[config.mk]
export PLATFORM = sky130hd
export DESIGN_NAME = link_presence_debounce_timeout_top_flat
export DESIGN_NICKNAME = d
export VERILOG_FILES = /design/src/hw/rtl/lpd_pkg.sv /design/src/hw/rtl/lpd_if.sv /design/src/hw/rtl/link_presence_debounce_timeout_top.sv /design/src/flat_wrapper.sv
export SDC_FILE = /design/constraint.sdc
export NUM_CORES = 1
export LEC_CHECK = 0
export ABC_AREA = 1
export BUFFER_PORTS_ARGS = -buffer_cell sky130_fd_sc_hd__clkbuf_2
export CAP_MARGIN = 20
export CORE_MARGIN = 10
export CORE_UTILIZATION = 67
export DETAILED_ROUTE_END_ITERATION = 16
export PLACE_DENSITY = 0.86
export SLEW_MARGIN = 20
export SYNTH_ARGS = -nofsm -noshare
export SYNTH_HDL_FRONTEND = slang
export SYNTH_SLANG_ARGS = --single-unit
export TNS_END_PERCENT = 30
[constraint.sdc]
create_clock -name clk -period 16.6 [get_ports clk]
set_input_delay 0.83 -clock clk [delete_from_list [all_inputs] [get_ports clk]]
set_output_delay 0.83 -clock clk [all_outputs]
set_load 0.01 [all_outputs]
[src/hw/rtl/lpd_pkg.sv]
// Shared constants and types for the link presence debounce/timeout block.
// No dependencies; imported by the channel interfaces and the top level.

package lpd_pkg;

  localparam int unsigned TIME_W   = 32;
  localparam int unsigned MS_W     = 16;
  localparam int unsigned ID_W     = 8;
  localparam int unsigned ENERGY_W = 8;
  localparam int unsigned MODE_W   = 2;
  localparam int unsigned PHASE_W  = 2;
  localparam int unsigned EVENT_W  = 2;
  localparam int unsigned CFG_IDX_W  = 2;
  localparam int unsigned CFG_DATA_W = 16;

  // item kinds
  localparam logic [MODE_W-1:0] MODE_TICK     = 2'd0;
  localparam logic [MODE_W-1:0] MODE_ENERGY   = 2'd1;
  localparam logic [MODE_W-1:0] MODE_DISCOVER = 2'd2;

  // link phases (code 3 behaves as debouncing)
  localparam logic [PHASE_W-1:0] PH_DOWN     = 2'd0;
  localparam logic [PHASE_W-1:0] PH_DEBOUNCE = 2'd1;
  localparam logic [PHASE_W-1:0] PH_UP       = 2'd2;

  // link events
  localparam logic [EVENT_W-1:0] EV_NONE = 2'd0;
  localparam logic [EVENT_W-1:0] EV_CONN = 2'd1;
  localparam logic [EVENT_W-1:0] EV_DISC = 2'd2;

  // register indexes
  localparam logic [CFG_IDX_W-1:0] REG_DEBOUNCE   = 2'd0;
  localparam logic [CFG_IDX_W-1:0] REG_TIMEOUT    = 2'd1;
  localparam logic [CFG_IDX_W-1:0] REG_SEND_INTVL = 2'd2;
  localparam logic [CFG_IDX_W-1:0] REG_LOW_LEVEL  = 2'd3;

  // register reset values
  localparam logic [MS_W-1:0]     DEBOUNCE_RST   = 16'd50;
  localparam logic [MS_W-1:0]     TIMEOUT_RST    = 16'd3000;
  localparam logic [MS_W-1:0]     SEND_INTVL_RST = 16'd1000;
  localparam logic [ENERGY_W-1:0] LOW_LEVEL_RST  = 8'd5;

  typedef struct packed {
    logic [MODE_W-1:0]   mode;
    logic                pin_low;
    logic [TIME_W-1:0]   now_ms;
    logic [ID_W-1:0]     partner_id;
    logic [ENERGY_W-1:0] partner_energy;
  } lpd_item_t;

  typedef struct packed {
    logic                send_request;
    logic [EVENT_W-1:0]  link_event;
    logic                link_up;
    logic [ID_W-1:0]     reported_id;
    logic [ENERGY_W-1:0] reported_energy;
    logic                low_energy;
  } lpd_result_t;

endpackage

[src/hw/rtl/lpd_if.sv]
// Valid/ready channel interfaces: input items, result words, register writes.
// Depends on lpd_pkg for field widths.

interface lpd_in_if import lpd_pkg::*; ();
  logic                valid;
  logic                ready;
  logic [MODE_W-1:0]   mode;
  logic                pin_low;
  logic [TIME_W-1:0]   now_ms;
  logic [ID_W-1:0]     partner_id;
  logic [ENERGY_W-1:0] partner_energy;

  modport source (output valid, mode, pin_low, now_ms, partner_id, partner_energy,
                  input ready);
  modport sink   (input valid, mode, pin_low, now_ms, partner_id, partner_energy,
                  output ready);
endinterface

interface lpd_out_if import lpd_pkg::*; ();
  logic                valid;
  logic                ready;
  logic                send_request;
  logic [EVENT_W-1:0]  link_event;
  logic                link_up;
  logic [ID_W-1:0]     reported_id;
  logic [ENERGY_W-1:0] reported_energy;
  logic                low_energy;

  modport source (output valid, send_request, link_event, link_up, reported_id,
                  reported_energy, low_energy, input ready);
  modport sink   (input valid, send_request, link_event, link_up, reported_id,
                  reported_energy, low_energy, output ready);
endinterface

interface lpd_cfg_if import lpd_pkg::*; ();
  logic                  valid;
  logic                  ready;
  logic [CFG_IDX_W-1:0]  index;
  logic [CFG_DATA_W-1:0] data;

  modport source (output valid, index, data, input ready);
  modport sink   (input valid, index, data, output ready);
endinterface

[src/hw/rtl/link_presence_debounce_timeout_top.sv]
// Link presence detector: pin debounce, message connect, heartbeat timeout.
// Result path: an accepted input word goes into the item register, then the
//   result register, and the result word is valid from the result register.
// Throughput: one word per cycle while the result side accepts; the item
//   register and the result register advance together and hold on out_ch.ready.
// Reset (rst_n low, synchronous): link down, timestamps and partner data
//   zero, registers to defaults, both pipeline stages empty.

module link_presence_debounce_timeout_top
  import lpd_pkg::*;
(
  input  logic         clk,
  input  logic         rst_n,
  lpd_in_if.sink       in_ch,
  lpd_out_if.source    out_ch,
  lpd_cfg_if.sink      cfg_ch
);

  // ---------------------------------------------------------------------
  // Configuration registers. Writes are always taken; software must write only
  // while the block is idle, and the block itself does not enforce this.
  // ---------------------------------------------------------------------
  logic [MS_W-1:0]     debounce_ms_r;
  logic [MS_W-1:0]     timeout_ms_r;
  logic [MS_W-1:0]     send_intvl_r;
  logic [ENERGY_W-1:0] low_level_r;

  assign cfg_ch.ready = 1'b1;

  always_ff @(posedge clk) begin
    if (!rst_n) begin
      debounce_ms_r <= DEBOUNCE_RST;
      timeout_ms_r  <= TIMEOUT_RST;
      send_intvl_r  <= SEND_INTVL_RST;
      low_level_r   <= LOW_LEVEL_RST;
    end else if (cfg_ch.valid) begin
      unique case (cfg_ch.index)
        REG_DEBOUNCE:   debounce_ms_r <= cfg_ch.data;
        REG_TIMEOUT:    timeout_ms_r  <= cfg_ch.data;
        REG_SEND_INTVL: send_intvl_r  <= cfg_ch.data;
        REG_LOW_LEVEL:  low_level_r   <= cfg_ch.data[ENERGY_W-1:0];
        default: ;
      endcase
    end
  end

  // ---------------------------------------------------------------------
  // Pipeline control: item register -> compute -> result register.
  // The item register refills in the same cycle it drains, so a word can
  // enter every cycle while the result side keeps up.
  // ---------------------------------------------------------------------
  lpd_item_t   item_r;
  logic        item_vld_r;
  lpd_result_t res_r;
  lpd_result_t res_nxt;
  logic        out_vld_r;
  logic        adv;
  logic        in_take;

  assign adv          = item_vld_r && (!out_vld_r || out_ch.ready);
  assign in_ch.ready  = !item_vld_r || adv;
  assign in_take      = in_ch.valid && in_ch.ready;

  always_ff @(posedge clk) begin
    if (!rst_n) begin
      item_vld_r <= 1'b0;
      out_vld_r  <= 1'b0;
    end else begin
      if (in_take) begin
        item_vld_r <= 1'b1;
      end else if (adv) begin
        item_vld_r <= 1'b0;
      end
      if (adv) begin
        out_vld_r <= 1'b1;
      end else if (out_ch.ready) begin
        out_vld_r <= 1'b0;
      end
    end
  end

  // payload registers, no reset needed
  always_ff @(posedge clk) begin
    if (in_take) begin
      item_r.mode           <= in_ch.mode;
      item_r.pin_low        <= in_ch.pin_low;
      item_r.now_ms         <= in_ch.now_ms;
      item_r.partner_id     <= in_ch.partner_id;
      item_r.partner_energy <= in_ch.partner_energy;
    end
    if (adv) begin
      res_r <= res_nxt;
    end
  end

  // ---------------------------------------------------------------------
  // Link state
  // ---------------------------------------------------------------------
  logic [PHASE_W-1:0]  phase_r,      phase_nxt;
  logic [TIME_W-1:0]   deb_start_r,  deb_start_nxt;
  logic [TIME_W-1:0]   last_heard_r, last_heard_nxt;
  logic [TIME_W-1:0]   last_sent_r,  last_sent_nxt;
  logic [ID_W-1:0]     stored_id_r,  stored_id_nxt;
  logic [ENERGY_W-1:0] stored_en_r,  stored_en_nxt;

  always_ff @(posedge clk) begin
    if (!rst_n) begin
      phase_r      <= PH_DOWN;
      deb_start_r  <= '0;
      last_heard_r <= '0;
      last_sent_r  <= '0;
      stored_id_r  <= '0;
      stored_en_r  <= '0;
    end else if (adv) begin
      phase_r      <= phase_nxt;
      deb_start_r  <= deb_start_nxt;
      last_heard_r <= last_heard_nxt;
      last_sent_r  <= last_sent_nxt;
      stored_id_r  <= stored_id_nxt;
      stored_en_r  <= stored_en_nxt;
    end
  end

  // Wrapping elapsed times against the stored references.
  logic [TIME_W-1:0] since_heard;
  logic [TIME_W-1:0] since_deb;
  logic [TIME_W-1:0] since_sent;
  logic              timed_out;
  logic              deb_done;

  assign since_heard = item_r.now_ms - last_heard_r;
  assign since_deb   = item_r.now_ms - deb_start_r;
  assign timed_out   = since_heard > {{(TIME_W-MS_W){1'b0}}, timeout_ms_r};
  assign deb_done    = since_deb  >= {{(TIME_W-MS_W){1'b0}}, debounce_ms_r};

  // Send interval is measured from the reference as it stands after any
  // connect on this tick (connect moves it to now, giving zero elapsed).
  logic send_due;
  logic dropped;
  logic up_now;

  always_comb begin
    phase_nxt      = phase_r;
    deb_start_nxt  = deb_start_r;
    last_heard_nxt = last_heard_r;
    last_sent_nxt  = last_sent_r;
    stored_id_nxt  = stored_id_r;
    stored_en_nxt  = stored_en_r;
    res_nxt        = '0;
    dropped        = 1'b0;
    since_sent     = '0;
    send_due       = 1'b0;

    unique case (item_r.mode)
      MODE_TICK: begin
        priority if (phase_r == PH_UP && timed_out) begin
          // heartbeat lost: drop and forget the partner
          phase_nxt          = PH_DOWN;
          stored_id_nxt      = '0;
          stored_en_nxt      = '0;
          res_nxt.link_event = EV_DISC;
          dropped            = 1'b1;
        end else if (phase_r == PH_DOWN) begin
          if (item_r.pin_low) begin
            phase_nxt     = PH_DEBOUNCE;
            deb_start_nxt = item_r.now_ms;
          end
        end else if (phase_r != PH_UP) begin
          // debouncing (and the unused code)
          if (!item_r.pin_low) begin
            phase_nxt = PH_DOWN;
          end else if (deb_done) begin
            phase_nxt            = PH_UP;
            last_heard_nxt       = item_r.now_ms;
            last_sent_nxt        = item_r.now_ms;
            res_nxt.link_event   = EV_CONN;
            res_nxt.send_request = 1'b1;
          end
        end else begin
          // up and still hearing the partner
        end
        since_sent = item_r.now_ms - last_sent_nxt;
        send_due   = since_sent >= {{(TIME_W-MS_W){1'b0}}, send_intvl_r};
        if (!dropped && phase_nxt == PH_UP && send_due) begin
          res_nxt.send_request = 1'b1;
          last_sent_nxt        = item_r.now_ms;
        end
      end
      MODE_ENERGY: begin
        stored_id_nxt      = item_r.partner_id;
        stored_en_nxt      = item_r.partner_energy;
        last_heard_nxt     = item_r.now_ms;
        res_nxt.low_energy = item_r.partner_energy <= low_level_r;
        if (phase_r != PH_UP) begin
          phase_nxt            = PH_UP;
          last_sent_nxt        = item_r.now_ms;
          res_nxt.link_event   = EV_CONN;
          res_nxt.send_request = 1'b1;
        end
      end
      MODE_DISCOVER: begin
        if (phase_r != PH_UP) begin
          phase_nxt            = PH_UP;
          last_heard_nxt       = item_r.now_ms;
          last_sent_nxt        = item_r.now_ms;
          res_nxt.link_event   = EV_CONN;
          res_nxt.send_request = 1'b1;
        end
      end
      default: ; // unused kind: status only, state untouched
    endcase

    up_now                  = phase_nxt == PH_UP;
    res_nxt.link_up         = up_now;
    res_nxt.reported_id     = up_now ? stored_id_nxt : '0;
    res_nxt.reported_energy = up_now ? stored_en_nxt : '0;
  end

  // ---------------------------------------------------------------------
  // Result word
  // ---------------------------------------------------------------------
  assign out_ch.valid           = out_vld_r;
  assign out_ch.send_request    = res_r.send_request;
  assign out_ch.link_event      = res_r.link_event;
  assign out_ch.link_up         = res_r.link_up;
  assign out_ch.reported_id     = res_r.reported_id;
  assign out_ch.reported_energy = res_r.reported_energy;
  assign out_ch.low_energy      = res_r.low_energy;

endmodule

[src/flat_wrapper.sv]
// flat-port wrapper written by rule: the top's interface ports become plain ports
module link_presence_debounce_timeout_top_flat import lpd_pkg::*;
  (clk, rst_n, in_ch_valid, in_ch_mode, in_ch_pin_low, in_ch_now_ms, in_ch_partner_id, in_ch_partner_energy, in_ch_ready, out_ch_valid, out_ch_send_request, out_ch_link_event, out_ch_link_up, out_ch_reported_id, out_ch_reported_energy, out_ch_low_energy, out_ch_ready, cfg_ch_valid, cfg_ch_index, cfg_ch_data, cfg_ch_ready);
  lpd_in_if in_ch_i ();
  lpd_out_if out_ch_i ();
  lpd_cfg_if cfg_ch_i ();
  input  logic clk;
  input  logic rst_n;
  input wire logic [$bits(in_ch_i.valid)-1:0] in_ch_valid;
  input wire logic [$bits(in_ch_i.mode)-1:0] in_ch_mode;
  input wire logic [$bits(in_ch_i.pin_low)-1:0] in_ch_pin_low;
  input wire logic [$bits(in_ch_i.now_ms)-1:0] in_ch_now_ms;
  input wire logic [$bits(in_ch_i.partner_id)-1:0] in_ch_partner_id;
  input wire logic [$bits(in_ch_i.partner_energy)-1:0] in_ch_partner_energy;
  output wire logic [$bits(in_ch_i.ready)-1:0] in_ch_ready;
  output wire logic [$bits(out_ch_i.valid)-1:0] out_ch_valid;
  output wire logic [$bits(out_ch_i.send_request)-1:0] out_ch_send_request;
  output wire logic [$bits(out_ch_i.link_event)-1:0] out_ch_link_event;
  output wire logic [$bits(out_ch_i.link_up)-1:0] out_ch_link_up;
  output wire logic [$bits(out_ch_i.reported_id)-1:0] out_ch_reported_id;
  output wire logic [$bits(out_ch_i.reported_energy)-1:0] out_ch_reported_energy;
  output wire logic [$bits(out_ch_i.low_energy)-1:0] out_ch_low_energy;
  input wire logic [$bits(out_ch_i.ready)-1:0] out_ch_ready;
  input wire logic [$bits(cfg_ch_i.valid)-1:0] cfg_ch_valid;
  input wire logic [$bits(cfg_ch_i.index)-1:0] cfg_ch_index;
  input wire logic [$bits(cfg_ch_i.data)-1:0] cfg_ch_data;
  output wire logic [$bits(cfg_ch_i.ready)-1:0] cfg_ch_ready;
  assign in_ch_i.valid = in_ch_valid;
  assign in_ch_i.mode = in_ch_mode;
  assign in_ch_i.pin_low = in_ch_pin_low;
  assign in_ch_i.now_ms = in_ch_now_ms;
  assign in_ch_i.partner_id = in_ch_partner_id;
  assign in_ch_i.partner_energy = in_ch_partner_energy;
  assign in_ch_ready = in_ch_i.ready;
  assign out_ch_valid = out_ch_i.valid;
  assign out_ch_send_request = out_ch_i.send_request;
  assign out_ch_link_event = out_ch_i.link_event;
  assign out_ch_link_up = out_ch_i.link_up;
  assign out_ch_reported_id = out_ch_i.reported_id;
  assign out_ch_reported_energy = out_ch_i.reported_energy;
  assign out_ch_low_energy = out_ch_i.low_energy;
  assign out_ch_i.ready = out_ch_ready;
  assign cfg_ch_i.valid = cfg_ch_valid;
  assign cfg_ch_i.index = cfg_ch_index;
  assign cfg_ch_i.data = cfg_ch_data;
  assign cfg_ch_ready = cfg_ch_i.ready;
  link_presence_debounce_timeout_top u_core (.clk(clk), .rst_n(rst_n), .in_ch(in_ch_i), .out_ch(out_ch_i), .cfg_ch(cfg_ch_i));
endmodule
==> results of run 1 <==
final cells by class:
class / instances / area share (%)
clock inverter: 17 / 0.922
multi-input combinational: 1754 / 51.7
inverter: 401 / 8.10
tap: 330 / 2.22
clock buffer: 31 / 3.65
timing repair buffer: 107 / 3.22
sequential: 244 / 30.2
power breakdown:
group / switching [W] / internal (W)
combinational: 0.000319 / 0.000160
clock: 0.000254 / 0.000327
sequential: 0.0000243 / 0.000647
layer usage:
metal | part of all wire [%] | track usage (%)
met2 | 44 | 52.7
met4 | 5.4 | 16.4
met5 | 0.028 | 0
met1 | 38 | 41.2
met3 | 12 | 8.19
flip-flops by register name, summed over array words and instances (netlist names), 16 cells and up:
signal	count
u_core.deb_start_r	32
u_core.last_heard_r	32
u_core.debounce_ms_r	16
u_core.last_sent_r	32
u_core.item_r	51
u_core.send_intvl_r	16
u_core.timeout_ms_r	16
synth_stat cells (all sizes together), types with 15 or more instances:
library cell / count / area [µm²]
clkbuf: 42 / 158
a21oi: 290 / 1480
nor2: 202 / 783
o211ai: 37 / 278
nand3: 150 / 761
o21ai: 160 / 805
nand2: 590 / 2250
buf: 26 / 158
ha: 155 / 1940
edfxtp: 72 / 2160
nor3: 24 / 141
xor2: 40 / 350
a22oi: 16 / 120
dfxtp: 172 / 3440
nand4: 19 / 119
xnor2: 15 / 131
inv: 399 / 1500
cells in the final DEF, fill, tap and decap left out, types with 3 or more instances in the layout:
| cell type | instances |
|---|---|
| a21boi_0 | 4 |
| dfxtp_1 | 172 |
| nand2_1 | 581 |
| xnor2_1 | 15 |
| inv_2 | 12 |
| a211oi_1 | 5 |
| a22oi_1 | 16 |
| o21ai_0 | 136 |
| nor3_1 | 21 |
| nand2_2 | 7 |
| nor4_1 | 3 |
| o21a_1 | 4 |
| ha_1 | 155 |
| o21ai_1 | 23 |
| clkbuf_2 | 95 |
| edfxtp_1 | 72 |
| o21bai_1 | 5 |
| fa_1 | 3 |
| a21oi_1 | 281 |
| nor2_2 | 7 |
| nand3b_1 | 9 |
| nand3_1 | 148 |
| clkbuf_1 | 4 |
| a21oi_2 | 9 |
| o211ai_1 | 37 |
| buf_4 | 10 |
| clkinv_1 | 5 |
| nor2_1 | 194 |
| inv_1 | 387 |
| nand4_1 | 19 |
| clkinv_2 | 5 |
| a21o_1 | 7 |
| xor2_1 | 40 |
| clkbuf_16 | 26 |
worst paths after layout:
| kind | to | from |
|---|---|---|
| worst min-delay path | u_core.item_r[13] | in_ch_partner_id[5] |
| worst max-delay path | u_core.last_sent_r[13] | u_core.item_r[17] |
| worst max register to register | u_core.last_sent_r[13] | u_core.item_r[17] |
| worst min register to register | u_core.last_heard_r[27] | u_core.last_heard_r[27] |
critical path, delay by kind of cell (launching register included):
family,cells,cell delay (ns)
buffers and inverters,5,1.11
AO/OA/AOI/OAI,5,0.80
XOR/XNOR,2,0.27
adder cells (fa/ha/maj),5,1.61
flip-flops,1,0.59
AND/OR/NAND/NOR,36,4.28
cells by family (layout without fill, tap and decap cells):
logic type                 after synthesis  count (layout)  synth area share (%)
and+or+nand+nor                       1004            1004                  24.5
DFF                                    244             244                  32.9
xor gates and xnor gates                55              55                  2.83
AOI/OAI and AO/OA                      536             536                  17.3
other                                    1               1                0.0220
buffers and inverters                  469             556                  10.7
adders and majority gates              158             158                  11.7
stage by stage:
step | cells | instance area [µm²] | util (%) | hold slack [ns] | worst slack, ns
after floorplan | 2467 | 17000 | - | 0.433 | 10.35
after global placement | 2834 | 17700 | 70.5 | 0.445 | 8.44
after detailed placement | 2835 | 17700 | 70.5 | 0.449 | 8.23
after CTS | 2883 | 18600 | 73.9 | 0.432 | 8.12
after global routing | 2884 | 18600 | 74.0 | 0.435 | 7.12
final | 2884 | 18600 | 74.0 | 0.439 | 7.76
==> results_dict.tcl, run 1 <==
set metrics [dict create \
    outcome "completed" \
    setup_viol 0 \
    seq_area_frac_synth_pct 32.9 \
    synth_edf_count 72 \
    path_class "reg -> reg" \
    syn-cell-area_um2 17000 \
    crit_arrival_ns 9.27 \
    antenna_cells 0 \
    clk_pin_slew_ns 0.06 \
    finalWeightedCongestion 1.02 \
    period_share_pct 53.2 \
    leakagePower_nw 8.86 \
    slew_headroom_pct 23.0 \
    cts_setup_buffers 0 \
    dieArea_um2 32200 \
    r2r_cells 53 \
    hold_depth 1 \
    synth_warnings 0 \
    grt_max_degree 103 \
    grt_overflow 0 \
    async_flop_share_pct 0 \
    grtUsageTotal_pct 33.2 \
    avgSynthCellArea_um2 6.91 \
    cts_tree "done" \
    antenna_found_initial 2 \
    seq_area_um2 5610 \
    multi_input_area_um2 9620 \
    ys.flop_type "dfxtp_1" \
    power.total_w 0.00173 \
    cts_buffer_depth 3 \
    syn2layout_area_growth_pct 9.10 \
    synth_cell_types 52 \
    ir_drop_mv 0.104 \
    fin_worst_skew_ns 0.0381 \
    regToRegSetupSlack_ns 7.76 \
    clk_latency_ns 0.57 \
    routed_via_density 6.05 \
    clkSinkCount 244 \
    crit_slowest_cell "edfxtp_1" \
    tightestPinTransition_ns 1.15 \
    hold_path_class "in -> reg" \
    period_needed_ns 8.84 \
    port_buffers 96 \
    cts_resized 0 \
    synth_cells 2467 \
    power.density_nw_per_um2 93.1 \
    path_common_cell "nand2_1" \
    grt_pass1_vias 16652 \
    final_net_count 2766 \
    fmax_mhz 113 \
    dpl.hpwl_um 42900 \
    drv_cap 0 \
    drive_gt1_share_pct 7.67 \
    drt_pass1_iterations 6 \
    cts-root-buf "clkbuf_16" \
    max_stage_delay_ns 0.59 \
    htreeDepth 1 \
    rsz0062_at_grt "false" \
    vias 17446 \
    fillers 1952 \
    drt_iter0_drc 2192 \
    synth_nets 2699 \
    path_max_fanout 67 \
    ys_seq_elements 244 \
    ctsHoldBuffers 0 \
    start_util_pct 67.9 \
    tns_ns 0 \
    io_pins 98 \
    wl_per_cell_um 19.6 \
    critPathRequiredTime_ns 17.04 \
    worst_setup_path_start_kind "flip-flop" \
    die_h_um 179 \
    wirelength_um 56500 \
    hold_viol_final 0 \
    route.detailed.drc 0 \
    row_count 58 \
    cts-buffers-inserted 26 \
    drtAntennaViolNets 0 \
    slew_viol_final 0 \
    grt_first_pass_wirelength_um 88200 \
    end_kind "flip-flop" \
    core_region_area_um2 25100 \
    dieWidth_um 179 \
]
No activity file was read; power rests on OpenSTA's default activity.
==> inputs of run 2 (changes only) <==
Settings changed: CORE_UTILIZATION 67 to 63, PLACE_DENSITY 0.86 to 0.82.
Clock period 16.6 ns to 8.4 ns, I/O delays scaled along.
==> run 2 against run 1 <==
Compared with the run above:
- utilization down 4.0 points
- design area up 0.94%
- global-route usage down 1.2 points
- final cell count up 0.76%
- die area up 5.6%
- register-to-register slack worse by 7.3 ns
- critical path type unchanged
- critical endpoint is now u_core.last_sent_r[8]
- highest routed layer unchanged
==> results_dict.tcl, run 2 (synthesis results as in run 1) <==
set metrics [dict create \
    wirelength_um 55800 \
    top_register "u_core.item_r" \
    outcome "completed" \
    drive_gt1_share_pct 7.95 \
    p_sw_w 0.00117 \
    port_buffers 96 \
    dpl-instance-area_um2 17800 \
    cts_buffer_depth 3 \
    hp-start "in_ch_partner_energy[0]" \
    route.detailed.drc 0 \
    seq_area_um2 5610 \
    dpl.hpwl_um 43100 \
    tns_ns 0 \
    fin_worst_skew_ns 0.0246 \
    leakagePower_nw 8.93 \
    crit_slowest_cell "fa_1" \
    vias 17279 \
    dieWidth_um 184 \
    path_class "reg -> reg" \
    hold_path_class "in -> reg" \
    largest_reg_flops 51 \
    fillers 2254 \
    final_cell_mix "nand2_1 (580), inv_1 (387), a21oi_1 (281), nor2_1 (193), dfxtp_1 (172)" \
    dieArea_um2 34000 \
    startpoint "u_core.item_r[16]" \
    period_needed_ns 7.98 \
    clockPowerShare_pct 34.5 \
    fmax_mhz 125 \
    clk_pin_slew_ns 0.06 \
    seq_power_share_pct 38.0 \
    antenna_found_initial 2 \
    ir_drop_mv 0.194 \
    final_net_count 2776 \
    io_pins 98 \
    grt_max_degree 97 \
    final_util_pct 70.0 \
    grtUsageTotal_pct 31.9 \
    syn2layout_area_growth_pct 10.1 \
    clk_latency_ns 0.56 \
    regToRegSetupSlack_ns 0.42 \
    period_share_pct 95.0 \
    cts-buffers-inserted 27 \
    wl_per_cell_um 19.2 \
    tightestPinTransition_ns 1.03 \
    end_kind "flip-flop" \
    drt_pass1_iterations 8 \
    core_region_area_um2 26800 \
    drt_iter0_drc 1930 \
    slew_viol_final 0 \
    rr_startpoint "u_core.item_r[16]" \
    finalWeightedCongestion 1.08 \
    slew_headroom_pct 31.5 \
    p_int_w 0.00230 \
    p_comb_share_pct 27.5 \
    grt_overflow 0 \
    crit_arrival_ns 8.43 \
    drv_cap 0 \
    die_h_um 184 \
    path_common_cell "nand2_1" \
    cts-root-buf "clkbuf_16" \
    rsz0062_at_grt "false" \
    multi_input_area_um2 9660 \
    drtAntennaViolNets 0 \
    row_count 60 \
    ctsHoldBuffers 0 \
    power.density_nw_per_um2 185 \
    start_util_pct 63.6 \
    final_common_cell "nand2_1" \
    cts_tree "done" \
    max_stage_delay_ns 0.43 \
    antenna_cells 0 \
    grt_first_pass_wirelength_um 86800 \
    power.total_w 0.00347 \
    switching_share_pct 33.7 \
    htreeDepth 1 \
    grt_pass1_vias 16247 \
    setup_viol 0 \
    critPathRequiredTime_ns 8.85 \
    stdcell_area_um2 18800 \
    clkSinkCount 244 \
    hold_viol_final 0 \
    setup_slack_ns 0.420 \
    worst_setup_path_start_kind "flip-flop" \
    dpl_worst_slack_ns 0.296 \
    path_max_fanout 32 \
    routed_via_density 5.95 \
]
==> run 2: worst paths after layout <==
path                             end  cells past startpoint
max            u_core.last_sent_r[8]                     50
max reg2reg    u_core.last_sent_r[8]                     50
min                 u_core.item_r[0]                      1
min reg2reg  u_core.debounce_ms_r[8]                      2
==> run 2: worst max-delay path, delay by kind of cell, from the launching register on <==
family	cells	cell delay (ns)
buffers and inverters	3	0.33
and+or+nand+nor	33	3.88
AOI/OAI and AO/OA	7	1.46
DFF	1	0.36
adders and majority gates	5	1.53
xor gates and xnor gates	2	0.28
==> run 2: through the flow <==
stage,instances,hold slack [ns]
CTS,2902,0.0248
detailed placement,2852,0.453
finish,2906,0.0355
global placement,2851,0.444
floorplan,2467,0.433
global route,2906,0.0187
==> run 2: power by group through the flow <==
| stage | sequential [W] | combinational (W) | clock, W |
|---|---|---|---|
| 5_1_grt | 0.00132 | 0.00106 | 0.00125 |
| 3_3_place_gp | 0.00134 | 0.000894 | 0 |
| 2_1_floorplan | 0.00133 | 0.000651 | 0 |
| 3_5_place_dp | 0.00134 | 0.000916 | 0 |
| 6_report | 0.00132 | 0.000956 | 0.00120 |
| 4_1_cts | 0.00132 | 0.000925 | 0.00120 |
==> run 2: per-layer routing <==
layer / wire (µm) / GRT usage (%)
met5: 22 / 0
met4: 2270 / 12.2
met1: 22600 / 41.0
met2: 25000 / 51.6
met3: 5820 / 6.73
==> run 2: repair_timing <==
action | in CTS | in global routing
gates resized for setup | 0 | 6
endpoints found under the setup margin | 0 | 33
hold endpoints to repair | 0 | 0
buffers inserted | 0 | 2
==> run 2: final cells by class <==
cell class | count | share of cell area, %
Clock buffer | 44 | 4.38
Clock inverter | 6 | 0.407
Inverter | 401 | 8.04
Multi-Input combinational cell | 1755 | 51.5
Sequential cell | 244 | 29.9
Tap cell | 341 | 2.27
Timing Repair Buffer | 115 | 3.57
